`config.mk`:
```
export PLATFORM = sky130hd
export DESIGN_NAME = tfd_parser
export DESIGN_NICKNAME = d
export VERILOG_FILES = /design/src/rtl/tfd_pkg.sv /design/src/rtl/tfd_parser.sv
export SDC_FILE = /design/constraint.sdc
export NUM_CORES = 1
export LEC_CHECK = 0
export ABC_AREA = 1
export BUFFER_PORTS_ARGS = -buffer_cell sky130_fd_sc_hd__buf_4
export CAP_MARGIN = 15
export CORE_ASPECT_RATIO = 1.2
export CORE_MARGIN = 2
export CORE_UTILIZATION = 45
export CTS_BUF_LIST = sky130_fd_sc_hd__clkbuf_4
export DETAILED_ROUTE_END_ITERATION = 16
export PLACE_DENSITY = 0.66
export SLEW_MARGIN = 20
export SYNTH_ARGS = -nofsm -noshare
export SYNTH_HDL_FRONTEND = slang
export SYNTH_SLANG_ARGS = --single-unit
```
`constraint.sdc`:
```
create_clock -name clk -period 5.3 [get_ports clk]
set_clock_uncertainty 0.15 [all_clocks]
set_input_delay 0.53 -clock clk [delete_from_list [all_inputs] [get_ports clk]]
set_output_delay 0.53 -clock clk [all_outputs]
set_load 0.02 [all_outputs]
```
`src/rtl/tfd_pkg.sv`:
```
// Shared types, constants and the CRC-8 step function for the telemetry frame decoder.
`timescale 1ns / 1ps
`default_nettype none

package tfd_pkg;

    localparam logic [7:0]  SYNC_RESET   = 8'hEA;
    localparam logic [7:0]  TYPE_GPS     = 8'h02;
    localparam logic [7:0]  TYPE_BATTERY = 8'h08;
    localparam logic [7:0]  NOT_PRESENT  = 8'hFF;
    localparam logic [7:0]  CRC_POLY     = 8'hD5;
    localparam logic [15:0] ALT_OFFSET   = 16'd1000;
    // ceil(2^35 / 10): exact floor(a / 10) for any 32-bit a via (a * R) >> 35
    localparam logic [31:0] DIV10_RECIP  = 32'hCCCC_CCCD;
    localparam int          DIV10_SHIFT  = 35;

    // Frame bytes at indexes 2..17 are the only ones the decode looks at
    localparam int FIELD_BASE  = 2;
    localparam int FIELD_BYTES = 16;

    localparam logic [1:0] FIX_NONE = 2'd0;
    localparam logic [1:0] FIX_2D   = 2'd2;
    localparam logic [1:0] FIX_3D   = 2'd3;

    typedef enum logic [1:0] {
        ST_GPS     = 2'd0,
        ST_BATTERY = 2'd1,
        ST_OTHER   = 2'd2,
        ST_CRC_ERR = 2'd3
    } frame_status_t;

    typedef logic [FIELD_BYTES-1:0][7:0] field_bytes_t;

    // Frame-complete event from the parser
    typedef struct packed {
        logic valid;
        logic crc_ok;
    } parse_evt_t;

    // Decoded fields of one finished frame
    typedef struct packed {
        logic          valid;
        logic          crc_ok;
        frame_status_t kind;
        logic          lat_present;
        logic          lat_neg;
        logic [28:0]   lat_mag;
        logic          lon_present;
        logic          lon_neg;
        logic [28:0]   lon_mag;
        logic          spd_present;
        logic [15:0]   spd;
        logic          crs_present;
        logic [15:0]   crs;
        logic          alt_present;
        logic [15:0]   alt;
        logic          sats_present;
        logic [7:0]    sats;
        logic          volt_present;
        logic [15:0]   volt;
    } dec_t;

    function automatic logic [7:0] tfd_crc8(input logic [7:0] crc, input logic [7:0] data);
        logic [7:0] c;
        c = crc ^ data;
        for (int k = 0; k < 8; k++) begin
            c = c[7] ? ((c << 1) ^ CRC_POLY) : (c << 1);
        end
        return c;
    endfunction

endpackage

`default_nettype wire

```
`src/rtl/tfd_parser.sv`:
```
// Byte parser: sync hunt, length check, running CRC and capture of the field bytes.
`timescale 1ns / 1ps
`default_nettype none

module tfd_parser #(
    parameter int BUFFER_BYTES = 128
) (
    input  wire logic                  clk,
    input  wire logic                  rst_n,
    input  wire logic                  cfg_we,
    input  wire logic [7:0]            cfg_wdata,
    input  wire logic                  in_valid,
    output logic                       in_ready,
    input  wire logic [7:0]            byte_in,
    input  wire logic                  dec_ready,
    output tfd_pkg::parse_evt_t        evt,
    output tfd_pkg::field_bytes_t      fields
);
    import tfd_pkg::*;

    localparam int         CW      = $clog2(BUFFER_BYTES + 1);
    localparam logic [7:0] LEN_MAX = 8'(BUFFER_BYTES - 2);

    logic [7:0]    sync_reg;
    logic [CW-1:0] count_reg, count_next, count_inc, len_plus2;
    logic [7:0]    len_reg, len_next;
    logic [7:0]    crc_reg, crc_next;
    logic          ev_valid_reg, ev_valid_next;
    logic          ev_crc_ok_reg, ev_crc_ok_next;
    logic          fire, take;
    field_bytes_t  fb_reg;

    // A pending event must leave before a new byte can land behind it
    assign in_ready  = !ev_valid_reg || dec_ready;
    assign fire      = in_valid && in_ready;
    assign count_inc = count_reg + CW'(1);
    assign len_plus2 = CW'(len_reg) + CW'(2);

    always_comb
    begin
        count_next     = count_reg;
        len_next       = len_reg;
        crc_next       = crc_reg;
        ev_valid_next  = ev_valid_reg && !dec_ready;
        ev_crc_ok_next = ev_crc_ok_reg;
        take           = 1'b0;
        if (fire)
        begin
            priority if (count_reg == '0)
            begin
                // hunting: only the sync byte opens a frame
                if (byte_in == sync_reg)
                begin
                    take       = 1'b1;
                    count_next = count_inc;
                end
            end
            else if (count_reg == CW'(1))
            begin
                if (byte_in < 8'd2 || byte_in > LEN_MAX)
                begin
                    count_next = '0;
                end
                else
                begin
                    take       = 1'b1;
                    count_next = count_inc;
                    len_next   = byte_in;
                    crc_next   = 8'h00;
                end
            end
            else if (count_reg >= CW'(BUFFER_BYTES))
            begin
                count_next = '0;
            end
            else
            begin
                take       = 1'b1;
                count_next = count_inc;
                if (count_reg <= CW'(len_reg))
                begin
                    crc_next = tfd_crc8(crc_reg, byte_in);
                end
                if (count_inc > CW'(4) && count_inc == len_plus2)
                begin
                    // last byte is the CRC itself and is not folded in
                    count_next     = '0;
                    ev_valid_next  = 1'b1;
                    ev_crc_ok_next = (crc_reg == byte_in);
                end
            end
        end
    end

    always_ff @(posedge clk or negedge rst_n)
    begin
        if (!rst_n)
        begin
            sync_reg      <= SYNC_RESET;
            count_reg     <= '0;
            len_reg       <= 8'h00;
            crc_reg       <= 8'h00;
            ev_valid_reg  <= 1'b0;
            ev_crc_ok_reg <= 1'b0;
        end
        else
        begin
            if (cfg_we)
            begin
                sync_reg <= cfg_wdata;
            end
            count_reg     <= count_next;
            len_reg       <= len_next;
            crc_reg       <= crc_next;
            ev_valid_reg  <= ev_valid_next;
            ev_crc_ok_reg <= ev_crc_ok_next;
        end
    end

    always_ff @(posedge clk)
    begin
        for (int k = 0; k < FIELD_BYTES; k++)
        begin
            if (take && count_reg == CW'(k + FIELD_BASE))
            begin
                fb_reg[k] <= byte_in;
            end
        end
    end

    assign evt.valid  = ev_valid_reg;
    assign evt.crc_ok = ev_crc_ok_reg;
    assign fields     = fb_reg;

    a_evt_held: assert property (@(posedge clk) disable iff (!rst_n)
        (ev_valid_reg && !dec_ready) |=> ev_valid_reg)
        else $error("parser event dropped while decode stage was busy");

    a_block_behind_evt: assert property (@(posedge clk) disable iff (!rst_n)
        (ev_valid_reg && !dec_ready) |-> !in_ready)
        else $error("byte accepted while a finished frame was waiting");

endmodule

`default_nettype wire

```
==> results.md <==
- Status: complete, no violations
- Antenna violations before repair: 1
- R2R depth: 9
- Worst IR Drop VDD: 494 uV
- #FFs+latches synth: 162
- PD cells: 462 nW/um^2
- Leak: 3.65 nW
- CP startpoint: count_reg[0]
- Area leader, netlist: edfxtp_1
- Max-slew violation count: 0
- Min cycle time layout: ~3 ns
- Total grt overflow: 0
- Worst setup EP type: flip-flop
- Std-Cell Rows: 49
- Setup tns final: 0 ns
- Clock H-tree levels: 4
- Final wirelength: 16.1 mm
- P&R area growth vs syn: 24.5%
- Max-cap viol count: 0
- Setup crit end: fields[29]
- CTS root buf: clkbuf_4
- Global-route wire length before repair: 24.5 mm
- Syn Inst Count: 589
- Critical Path RT: 5.33 ns
- Tcrit/Tclk final: 0.567
- Worst-Margin Slew: 1.07 ns
- Worst-path clk slew: between 0.1 and 0.15 ns
- Skew-Pair Late Insertion Delay: 0.54 ns
- Vias in the first global route: about 4,600
- Post-CTS Resized: 0
- Kind of critical path: flip-flop to flip-flop
- Chip Width: 117 um
- Final Hold Fails: 0
- Nets: 792
- Ranking of synthesized cells by area: edfxtp_1, dfrtp_1, nand2_1
- Crit start category: flip-flop
- Ys Warns: 0
- Initial DRC count: 371
- Most common cell after layout, fill and taps aside: nand2_1
- Worst-path fanout max: 9
- DR vias: 4,803
- Synth cell types: 37
- RR Endpoint: fields[29]
- HPWL Detailed: 11.6 mm
- Syn Area/Cell: 11.6 sq um
- Max Clk Rate: 0.333 GHz
- CTS Buffer Depth: 2
- Number of fill cells in the layout: around 1,300
- Sink Count: approximately 160
- Post-route worst hold slack: 0.0513 ns
- CTS buffer count: 17
- Share of cells above drive strength 1: 0.326
- Pre-CTS WS: roughly 2.2 ns
- Iteration count of the initial detailed-routing pass: 5
- R2r setup slk: 2.30 ns
- Synth Cell Area: 6860 sq um
- Antenna viol nets, final: 0
- Area share of the largest cell type after synthesis: 0.560
- CTS tree: built
- RR Startpoint: count_reg[0]
- Largest net degree at the start of global routing: 35
- IO Pins: between 150 and 200
- GP Congestion: 0.810
- Routed len/inst: 16.5 um
- Vias per inst: just under 5
- WP data arrival: a little over 3 ns
- Sequential element share of the synthesized area: 0.685
- Die Ht: 139 um
- Largest register FFs: between 100 and 150
- Residual DRC: 0
- Syn Nets: 625
- Effective utilization at floorplan: 0.458
- Core area: 15,000 sq um
- Hold Crit Class: input pin to flip-flop
- Gr usage total: 0.201
- Slew headroom: 0.283
- Setup violations, final: 0
- I/O Buffers: 151
- Final setup margin: 2.30 ns
- Die Area: approximately 16,000 sq um
- RSZ-0062 raised after global routing: no
- Most frequent cells in the layout: nand2_1, buf_4, edfxtp_1, inv_1, nor2_1
[worst max-delay path, stage by stage (launching register included)]
cell	delay [ns]
dfrtp_1	0.54
inv_1	0.14
ha_1	0.21
inv_1	0.14
nor3_2	0.08
nor2_1	0.18
inv_2	0.06
nand2_2	0.17
nand2_4	0.13
nor3_1	0.83
[routing by layer]
metal | vias to the layer above | routed length (um) | global-route usage
met1 | 2306 | 6630 | 0.251
met2 | 162 | 8310 | 0.349
met3 | 17 | 915 | 0.0370
li1 | 2318 | - | -
met5 | - | 0 | 0
met4 | 0 | 210 | 0.0675
[cell type report]
class | count | area [sq um] | area share
Multi-Input combinational cell | 355 | 1900 | 0.222
Clock buffer | 18 | 135 | 0.0158
Tap cell | 204 | 255 | 0.0299
Sequential cell | 162 | 4700 | 0.551
Timing Repair Buffer | 153 | 1150 | 0.135
Antenna cell | 1 | 2.50 | 0.000293
Inverter | 67 | 251 | 0.0295
Clock inverter | 14 | 144 | 0.0169
[synthesized netlist by cell type, drive strengths merged]
master / instances
o21ai: 27
or2: 2
inv: 67
nand2: 186
nand4: 14
and2: 1
nand3: 35
nor4: 3
o22ai: 1
xor2: 9
edfxtp: 128
mux2: 2
dfrtp: 29
o211ai: 2
buf: 4
nor3: 9
a21oi: 7
xnor2: 5
ha: 15
clkbuf: 1
nor2: 37
dfstp: 5
[metrics by stage]
stage	util	cells	cell area, sq um	power (mW)
after floorplan	-	589	6860	2.85
final	0.571	974	8540	3.94
after global routing	0.571	974	8540	4.23
after CTS	0.569	973	8520	3.96
after detailed placement	0.550	940	8230	3.25
after global placement	0.550	940	8230	3.22
[report_power, final]
group,total (mW),switching (mW),leakage [nW],internal (mW)
Combinational,1.61,1.07,1.93,0.538
Clock,0.711,0.457,0.146,0.253
Sequential,1.63,0.118,1.57,1.51
[how the worst min path moves through the flow]
stage,startpoint,end,slack (ns),depth (start not counted)
2_1_floorplan,rst_n,count_reg[0],0.08,0
5_1_grt,cfg_wdata[3],sync_reg[3],0.006,2
3_5_place_dp,len_reg[7],len_reg[7],0.30,2
3_3_place_gp,len_reg[7],len_reg[7],0.31,2
6_report,cfg_wdata[5],sync_reg[5],0.05,3
4_1_cts,cfg_wdata[5],sync_reg[5],0.02,3
[cells by family after synthesis]
group / synth area share
mux: 0.00328
buf+inv: 0.0412
flops: 0.685
compound gates: 0.0285
simple gates: 0.195
fa+ha+maj: 0.0274
xor+xnor: 0.0190
[what timing repair did]
action                    in CTS  in global routing
buffers inserted               0                  0
hold buffers                   1                  0
hold endpoints to repair      29                  0
No activity file was read; power rests on OpenSTA's default activity.
