--- src/rtl/tfd_pkg.sv ---
// Shared types, constants and the CRC-8 step function for the telemetry frame decoder.
`timescale 1ns / 1ps
`default_nettype none

package tfd_pkg;

    localparam logic [7:0]  SYNC_RESET   = 8'hEA;
    localparam logic [7:0]  TYPE_GPS     = 8'h02;
    localparam logic [7:0]  TYPE_BATTERY = 8'h08;
    localparam logic [7:0]  NOT_PRESENT  = 8'hFF;
    localparam logic [7:0]  CRC_POLY     = 8'hD5;
    localparam logic [15:0] ALT_OFFSET   = 16'd1000;
    // ceil(2^35 / 10): exact floor(a / 10) for any 32-bit a via (a * R) >> 35
    localparam logic [31:0] DIV10_RECIP  = 32'hCCCC_CCCD;
    localparam int          DIV10_SHIFT  = 35;

    // Frame bytes at indexes 2..17 are the only ones the decode looks at
    localparam int FIELD_BASE  = 2;
    localparam int FIELD_BYTES = 16;

    localparam logic [1:0] FIX_NONE = 2'd0;
    localparam logic [1:0] FIX_2D   = 2'd2;
    localparam logic [1:0] FIX_3D   = 2'd3;

    typedef enum logic [1:0] {
        ST_GPS     = 2'd0,
        ST_BATTERY = 2'd1,
        ST_OTHER   = 2'd2,
        ST_CRC_ERR = 2'd3
    } frame_status_t;

    typedef logic [FIELD_BYTES-1:0][7:0] field_bytes_t;

    // Frame-complete event from the parser
    typedef struct packed {
        logic valid;
        logic crc_ok;
    } parse_evt_t;

    // Decoded fields of one finished frame
    typedef struct packed {
        logic          valid;
        logic          crc_ok;
        frame_status_t kind;
        logic          lat_present;
        logic          lat_neg;
        logic [28:0]   lat_mag;
        logic          lon_present;
        logic          lon_neg;
        logic [28:0]   lon_mag;
        logic          spd_present;
        logic [15:0]   spd;
        logic          crs_present;
        logic [15:0]   crs;
        logic          alt_present;
        logic [15:0]   alt;
        logic          sats_present;
        logic [7:0]    sats;
        logic          volt_present;
        logic [15:0]   volt;
    } dec_t;

    function automatic logic [7:0] tfd_crc8(input logic [7:0] crc, input logic [7:0] data);
        logic [7:0] c;
        c = crc ^ data;
        for (int k = 0; k < 8; k++) begin
            c = c[7] ? ((c << 1) ^ CRC_POLY) : (c << 1);
        end
        return c;
    endfunction

endpackage

`default_nettype wire

--- src/rtl/tfd_update.sv ---
// Update stage: held telemetry values, fix, position progress and the result register.
`timescale 1ns / 1ps
`default_nettype none

module tfd_update (
    input  wire logic           clk,
    input  wire logic           rst_n,
    input  wire tfd_pkg::dec_t  dec,
    output logic                upd_ready,
    output logic                out_valid,
    input  wire logic           out_ready,
    output logic [1:0]          frame_status,
    output logic signed [28:0]  latitude,
    output logic signed [28:0]  longitude,
    output logic signed [15:0]  ground_speed,
    output logic signed [15:0]  heading,
    output logic [15:0]         altitude,
    output logic [7:0]          satellites,
    output logic [1:0]          fix_kind,
    output logic signed [15:0]  battery_voltage,
    output logic                position_done,
    output logic                altitude_updated,
    output logic [15:0]         crc_error_count
);
    import tfd_pkg::*;

    logic          fire;
    logic          out_valid_reg, out_valid_next;
    frame_status_t status_reg, status_next;
    logic          pos_pulse_reg, pos_pulse_next;
    logic          alt_pulse_reg, alt_pulse_next;
    logic [1:0]    prog_reg, prog_next;
    logic [28:0]   lat_reg, lat_next, lon_reg, lon_next;
    logic [15:0]   spd_reg, spd_next, crs_reg, crs_next, alt_reg, alt_next;
    logic [7:0]    sats_reg, sats_next;
    logic [1:0]    fix_reg, fix_next;
    logic [15:0]   volt_reg, volt_next;
    logic [15:0]   crc_cnt_reg, crc_cnt_next;

    // held values only move when the result slot frees, so they stay put while stalled
    assign upd_ready = !out_valid_reg || out_ready;
    assign fire      = dec.valid && upd_ready;

    always_comb
    begin
        out_valid_next = out_valid_reg && !out_ready;
        status_next    = status_reg;
        pos_pulse_next = pos_pulse_reg;
        alt_pulse_next = alt_pulse_reg;
        prog_next      = prog_reg;
        lat_next       = lat_reg;
        lon_next       = lon_reg;
        spd_next       = spd_reg;
        crs_next       = crs_reg;
        alt_next       = alt_reg;
        sats_next      = sats_reg;
        fix_next       = fix_reg;
        volt_next      = volt_reg;
        crc_cnt_next   = crc_cnt_reg;
        if (fire)
        begin
            out_valid_next = 1'b1;
            pos_pulse_next = 1'b0;
            alt_pulse_next = 1'b0;
            if (!dec.crc_ok)
            begin
                status_next  = ST_CRC_ERR;
                crc_cnt_next = crc_cnt_reg + 16'd1;
            end
            else
            begin
                status_next = dec.kind;
                // fix comes from the count held before this frame
                priority if (sats_reg == 8'd0)
                begin
                    fix_next = FIX_NONE;
                end
                else if (sats_reg < 8'd5)
                begin
                    fix_next = FIX_2D;
                end
                else
                begin
                    fix_next = FIX_3D;
                end
                unique case (dec.kind)
                    ST_GPS:
                    begin
                        if (dec.lat_present)
                        begin
                            lat_next = dec.lat_neg ? (~dec.lat_mag + 29'd1) : dec.lat_mag;
                            if (prog_next == 2'd0)
                            begin
                                prog_next = 2'd1;
                            end
                        end
                        if (dec.lon_present)
                        begin
                            lon_next = dec.lon_neg ? (~dec.lon_mag + 29'd1) : dec.lon_mag;
                            if (prog_next == 2'd1)
                            begin
                                prog_next = 2'd2;
                            end
                        end
                        if (dec.spd_present)
                        begin
                            spd_next = dec.spd;
                        end
                        if (dec.crs_present)
                        begin
                            crs_next = dec.crs;
                        end
                        if (dec.alt_present)
                        begin
                            alt_next       = dec.alt;
                            alt_pulse_next = 1'b1;
                        end
                        if (dec.sats_present)
                        begin
                            sats_next = dec.sats;
                        end
                    end
                    ST_BATTERY:
                    begin
                        if (dec.volt_present)
                        begin
                            volt_next = dec.volt;
                        end
                    end
                    default:
                    begin
                    end
                endcase
                if (prog_next == 2'd2)
                begin
                    prog_next      = 2'd0;
                    pos_pulse_next = 1'b1;
                end
            end
        end
    end

    always_ff @(posedge clk or negedge rst_n)
    begin
        if (!rst_n)
        begin
            out_valid_reg <= 1'b0;
            status_reg    <= ST_GPS;
            pos_pulse_reg <= 1'b0;
            alt_pulse_reg <= 1'b0;
            prog_reg      <= 2'd0;
            lat_reg       <= '0;
            lon_reg       <= '0;
            spd_reg       <= '0;
            crs_reg       <= '0;
            alt_reg       <= '0;
            sats_reg      <= '0;
            fix_reg       <= FIX_NONE;
            volt_reg      <= '0;
            crc_cnt_reg   <= '0;
        end
        else
        begin
            out_valid_reg <= out_valid_next;
            status_reg    <= status_next;
            pos_pulse_reg <= pos_pulse_next;
            alt_pulse_reg <= alt_pulse_next;
            prog_reg      <= prog_next;
            lat_reg       <= lat_next;
            lon_reg       <= lon_next;
            spd_reg       <= spd_next;
            crs_reg       <= crs_next;
            alt_reg       <= alt_next;
            sats_reg      <= sats_next;
            fix_reg       <= fix_next;
            volt_reg      <= volt_next;
            crc_cnt_reg   <= crc_cnt_next;
        end
    end

    assign out_valid        = out_valid_reg;
    assign frame_status     = status_reg;
    assign latitude         = lat_reg;
    assign longitude        = lon_reg;
    assign ground_speed     = spd_reg;
    assign heading          = crs_reg;
    assign altitude         = alt_reg;
    assign satellites       = sats_reg;
    assign fix_kind         = fix_reg;
    assign battery_voltage  = volt_reg;
    assign position_done    = pos_pulse_reg;
    assign altitude_updated = alt_pulse_reg;
    assign crc_error_count  = crc_cnt_reg;

    a_crc_no_pulse: assert property (@(posedge clk) disable iff (!rst_n)
        (out_valid_reg && status_reg == ST_CRC_ERR) |-> !(pos_pulse_reg || alt_pulse_reg))
        else $error("pulse raised on a frame with a CRC error");

    a_crc_count_src: assert property (@(posedge clk) disable iff (!rst_n)
        !$stable(crc_cnt_reg) |-> $past(fire && !dec.crc_ok))
        else $error("CRC error count moved without a failing frame");

endmodule

`default_nettype wire

--- config.mk ---
export PLATFORM = sky130hd
export DESIGN_NAME = tfd_update
export DESIGN_NICKNAME = d
export VERILOG_FILES = /design/src/rtl/tfd_pkg.sv /design/src/rtl/tfd_update.sv
export SDC_FILE = /design/constraint.sdc
export NUM_CORES = 1
export LEC_CHECK = 0
export BUFFER_PORTS_ARGS = -buffer_cell sky130_fd_sc_hd__buf_2
export CORE_MARGIN = 2
export CORE_UTILIZATION = 42
export CTS_CLUSTER_DIAMETER = 40
export DETAILED_ROUTE_END_ITERATION = 6
export HOLD_SLACK_MARGIN = 0.12
export PLACE_DENSITY = 0.72
export SYNTH_ARGS = -nofsm -noshare
export SYNTH_HDL_FRONTEND = slang
export SYNTH_SLANG_ARGS = --single-unit
--- constraint.sdc ---
create_clock -name clk -period 2.5 [get_ports clk]
set_clock_uncertainty 0.05 [all_clocks]
set_input_delay 0.5 -clock clk [delete_from_list [all_inputs] [get_ports clk]]
set_output_delay 0.5 -clock clk [all_outputs]
set_load 0.01 [all_outputs]
==> flow_summary.json <==
{
  "ys_seq_elements": 155,
  "synthesis.instances": 626,
  "ant_nets": 0,
  "drt_iter0_drc": 272,
  "initial_utilization_pct": 42.85,
  "multi_input_comb_area_mm2": 0.003100,
  "critical_path_class": "in2reg",
  "final.fill_count": 1476,
  "die_h_um": 134.1,
  "power.ir.vdd_worst_mv": 0.4275,
  "via_count": 5861,
  "synthesis.area_mm2": 0.007107,
  "grt-busiest-layer": "met2",
  "switchingPower_mw": 2.330,
  "power_total_mw": 7.768,
  "setup_violations": 0,
  "ys_dominant_reg_cell": "sky130_fd_sc_hd__dfrtp_1",
  "crit-reg2reg-capture": "battery_voltage[7]",
  "post-route-drc-count": 0,
  "design.portCount": 300,
  "layout.cells.most_common_list": "sky130_fd_sc_hd__buf_2, sky130_fd_sc_hd__dfrtp_1, sky130_fd_sc_hd__nand2_1",
  "combinational_share_of_power_pct": 23.3,
  "cap_violations": 0,
  "grt.met3_usage_pct": 4.157,
  "final.setup.tns_ns": 0,
  "timing.hold.worst_path_depth": 2,
  "layout_min_cycle_time_ns": 2.098,
  "cts_root_buf": "sky130_fd_sc_hd__clkbuf_16",
  "finalHoldViolations": 0,
  "area_growth_from_synthesis_to_layout_pct": 34.74,
  "core_area_mm2": 0.01658,
  "grt_remaining_overflow": 0,
  "portBuffers": 299,
  "end_kind": "flop",
  "tritoncts.num_buffers": 17,
  "p_int_mw": 5.438,
  "worst_ep_required_time_ns": 2.75,
  "tritoncts": "yes",
  "setup.worst_path.start": "dec[84]",
  "cts_post_setup_buffers_inserted": 0,
  "clk-insertion-delay-late_ns": 0.41,
  "layout.area.seq_mm2": 0.003879,
  "gp_routability_congestion": 0.8533,
  "status": "completed",
  "cts_repair_resize_count": 0,
  "syn_avg_cell_area_um2": 11.35,
  "grt_antenna_before_repair": 0,
  "timing_worst_slew_pin_value_ns": 0.5377,
  "leakage_nw": 4.826,
  "drive_gt1_share_pct": 45.69,
  "worst_setup_path_start_kind": "input port",
  "grt_pass1_vias": 5714,
  "seqPwrFrac_pct": 43.2,
  "post_synthesis_cell_type_count": 48,
  "track_usage_pct": 20.15,
  "final_max_slew_viol_count": 0,
  "chipWidth_um": 134.1,
  "critical_hold_path_startpoint": "dec[34]",
  "clk_pin_slew_ns": 0.07,
  "cts-root-to-sink-buffers": 2,
  "critical_path.cell_chain": "buf_2 > or4_4 > or4b_4 > o41ai_4 > xor2_1 > o21ai_1",
  "timing.fmax_mhz": 476.5,
  "worstPathArrival_ns": 2.35,
  "rsz_0062_raised_after_global_routing": "false",
  "ys_async_sr_fraction_pct": 100.0,
  "finish.net_count": 1089,
  "critPathMaxStageDelay_ns": 0.62,
  "critical_path_peak_fanout": 9,
  "num_rows": 47,
  "hold_end": "altitude[8]",
  "timing.reg2reg.worst_path_depth": 6,
  "grt_first_pass_wirelength_mm": 28.64,
  "dp_hpwl_mm": 13.80,
  "period_share_pct": 83.94,
  "post_drt_wl_per_cell_um": 15.52,
  "synth_enable_flop_cells": 0,
  "timing.hold.worst.class": "in2reg",
  "regToRegSetupSlack_ns": 0.50,
  "grt_start_max_net_pins": 64,
  "synth_warnings": 0,
  "use_met1_pct": 25.87,
  "netSwitchingFraction_pct": 29.99,
  "crit_path_top_delay_cell": "sky130_fd_sc_hd__or4b_4",
  "grt.met2_usage_pct": 33.68,
  "die_area_mm2": 0.01798,
  "routed_wl_mm": 18.18,
  "avgViaCountPerCell": 5.001,
  "h-tree-depth": 4,
  "power.density_mw_per_mm2": 811.2,
  "postSynthNetCount": 775,
  "r2r-start": "out_valid",
  "yosysSeqAreaShare_pct": 54.58,
  "share_clk_of_total_power_pct": 33.5,
  "mostFrequentLayoutCell": "sky130_fd_sc_hd__buf_2",
  "antenna-diode-count": 0,
  "clock_sinks": 155,
  "drt_pre_antenna_iters": 4,
  "slew-limit-headroom_pct": 64.15
}
-- worst max-delay path by stage --
stage,endpoint,slack [ns],depth (start not counted)
final,longitude[25],0.40,6
after global routing,longitude[26],0.30,7
after CTS,longitude[25],0.44,6
after detailed placement,longitude[25],-0.02,6
after global placement,longitude[25],0.008,6
after floorplan,longitude[25],0.13,6
-- power groups by stage --
stage | Sequential [mW] | Clock, mW | Combinational, mW
after detailed placement | 3.40 | 0 | 1.84
final | 3.36 | 2.60 | 1.81
after floorplan | 3.66 | 0 | 0.601
after CTS | 3.36 | 2.68 | 1.84
after global placement | 3.38 | 0 | 1.80
after global routing | 3.43 | 2.77 | 2.00
-- final cells by class --
class	instances	area share [%]
clock buffers	18	4.586
clock inverters	13	1.633
inverters	6	0.2352
multi-input cells	438	32.38
flip-flops and latches	155	40.51
well taps	220	2.875
repair buffers	322	17.78
-- stage by stage --
| stage | utilization [%] | area [um^2] | setup slack (ns) | hold WS [ns] | instances |
|---|---|---|---|---|---|
| 2_1_floorplan | - | 7107 | 0.1343 | 0.1544 | 626 |
| 3_3_place_gp | 54.09 | 8970 | 0.007534 | 0.4050 | 1140 |
| 3_5_place_dp | 54.09 | 8970 | -0.02052 | 0.4049 | 1140 |
| 4_1_cts | 57.74 | 9575 | 0.4402 | 0.2360 | 1172 |
| 5_1_grt | 57.74 | 9575 | 0.2972 | 0.2493 | 1172 |
| 6_report | 57.74 | 9575 | 0.4015 | 0.2610 | 1172 |
-- synthesized netlist by cell type (9+ instances only) --
| cell | number | area (um^2) |
|---|---|---|
| sky130_fd_sc_hd__nand2_1 | 84 | 315.3 |
| sky130_fd_sc_hd__xor2_1 | 55 | 481.7 |
| sky130_fd_sc_hd__nand3_1 | 9 | 45.04 |
| sky130_fd_sc_hd__o41ai_1 | 13 | 113.9 |
| sky130_fd_sc_hd__o31ai_1 | 17 | 127.6 |
| sky130_fd_sc_hd__clkbuf_1 | 24 | 90.09 |
| sky130_fd_sc_hd__mux2_2 | 74 | 833.3 |
| sky130_fd_sc_hd__nor2_1 | 14 | 52.55 |
| sky130_fd_sc_hd__dfrtp_1 | 155 | 3879 |
| sky130_fd_sc_hd__xnor2_1 | 12 | 105.1 |
| sky130_fd_sc_hd__nor3_1 | 14 | 70.07 |
| sky130_fd_sc_hd__o21ai_0 | 69 | 345.3 |
-- critical path: cells and delay by family --
| kind | cells | cell delay [ns] |
|---|---|---|
| buffers and inverters | 1 | 0.11 |
| AOI/OAI and AO/OA | 2 | 0.40 |
| xor gates and xnor gates | 1 | 0.18 |
| and+or+nand+nor | 2 | 1.16 |
-- kinds of logic (layout without fill, tap and decap cells) --
| family | count (synthesis) | in the layout | synth area share (%) |
|---|---|---|---|
| XOR/XNOR | 67 | 67 | 8.257 |
| buffers and inverters | 33 | 359 | 1.866 |
| multiplexers | 77 | 77 | 12.15 |
| AO/OA/AOI/OAI | 118 | 118 | 10.58 |
| adder cells (fa/ha/maj) | 3 | 3 | 0.5282 |
| AND/OR/NAND/NOR | 173 | 173 | 12.04 |
| flip-flops | 155 | 155 | 54.58 |
-- per-layer routing --
metal  vias to the layer above  wire length, um
met5                         -                0
met3                        28             1046
li1                       2874                -
met1                      2759             7782
met2                       200             8899
met4                         0              455
-- repair_timing --
| item | in CTS | in global routing |
|---|---|---|
| hold buffers | 1 | 0 |
| endpoints found under the setup margin | 0 | 0 |
| endpoints found under the hold margin | 42 | 0 |
(Power assumes the default switching activity.)
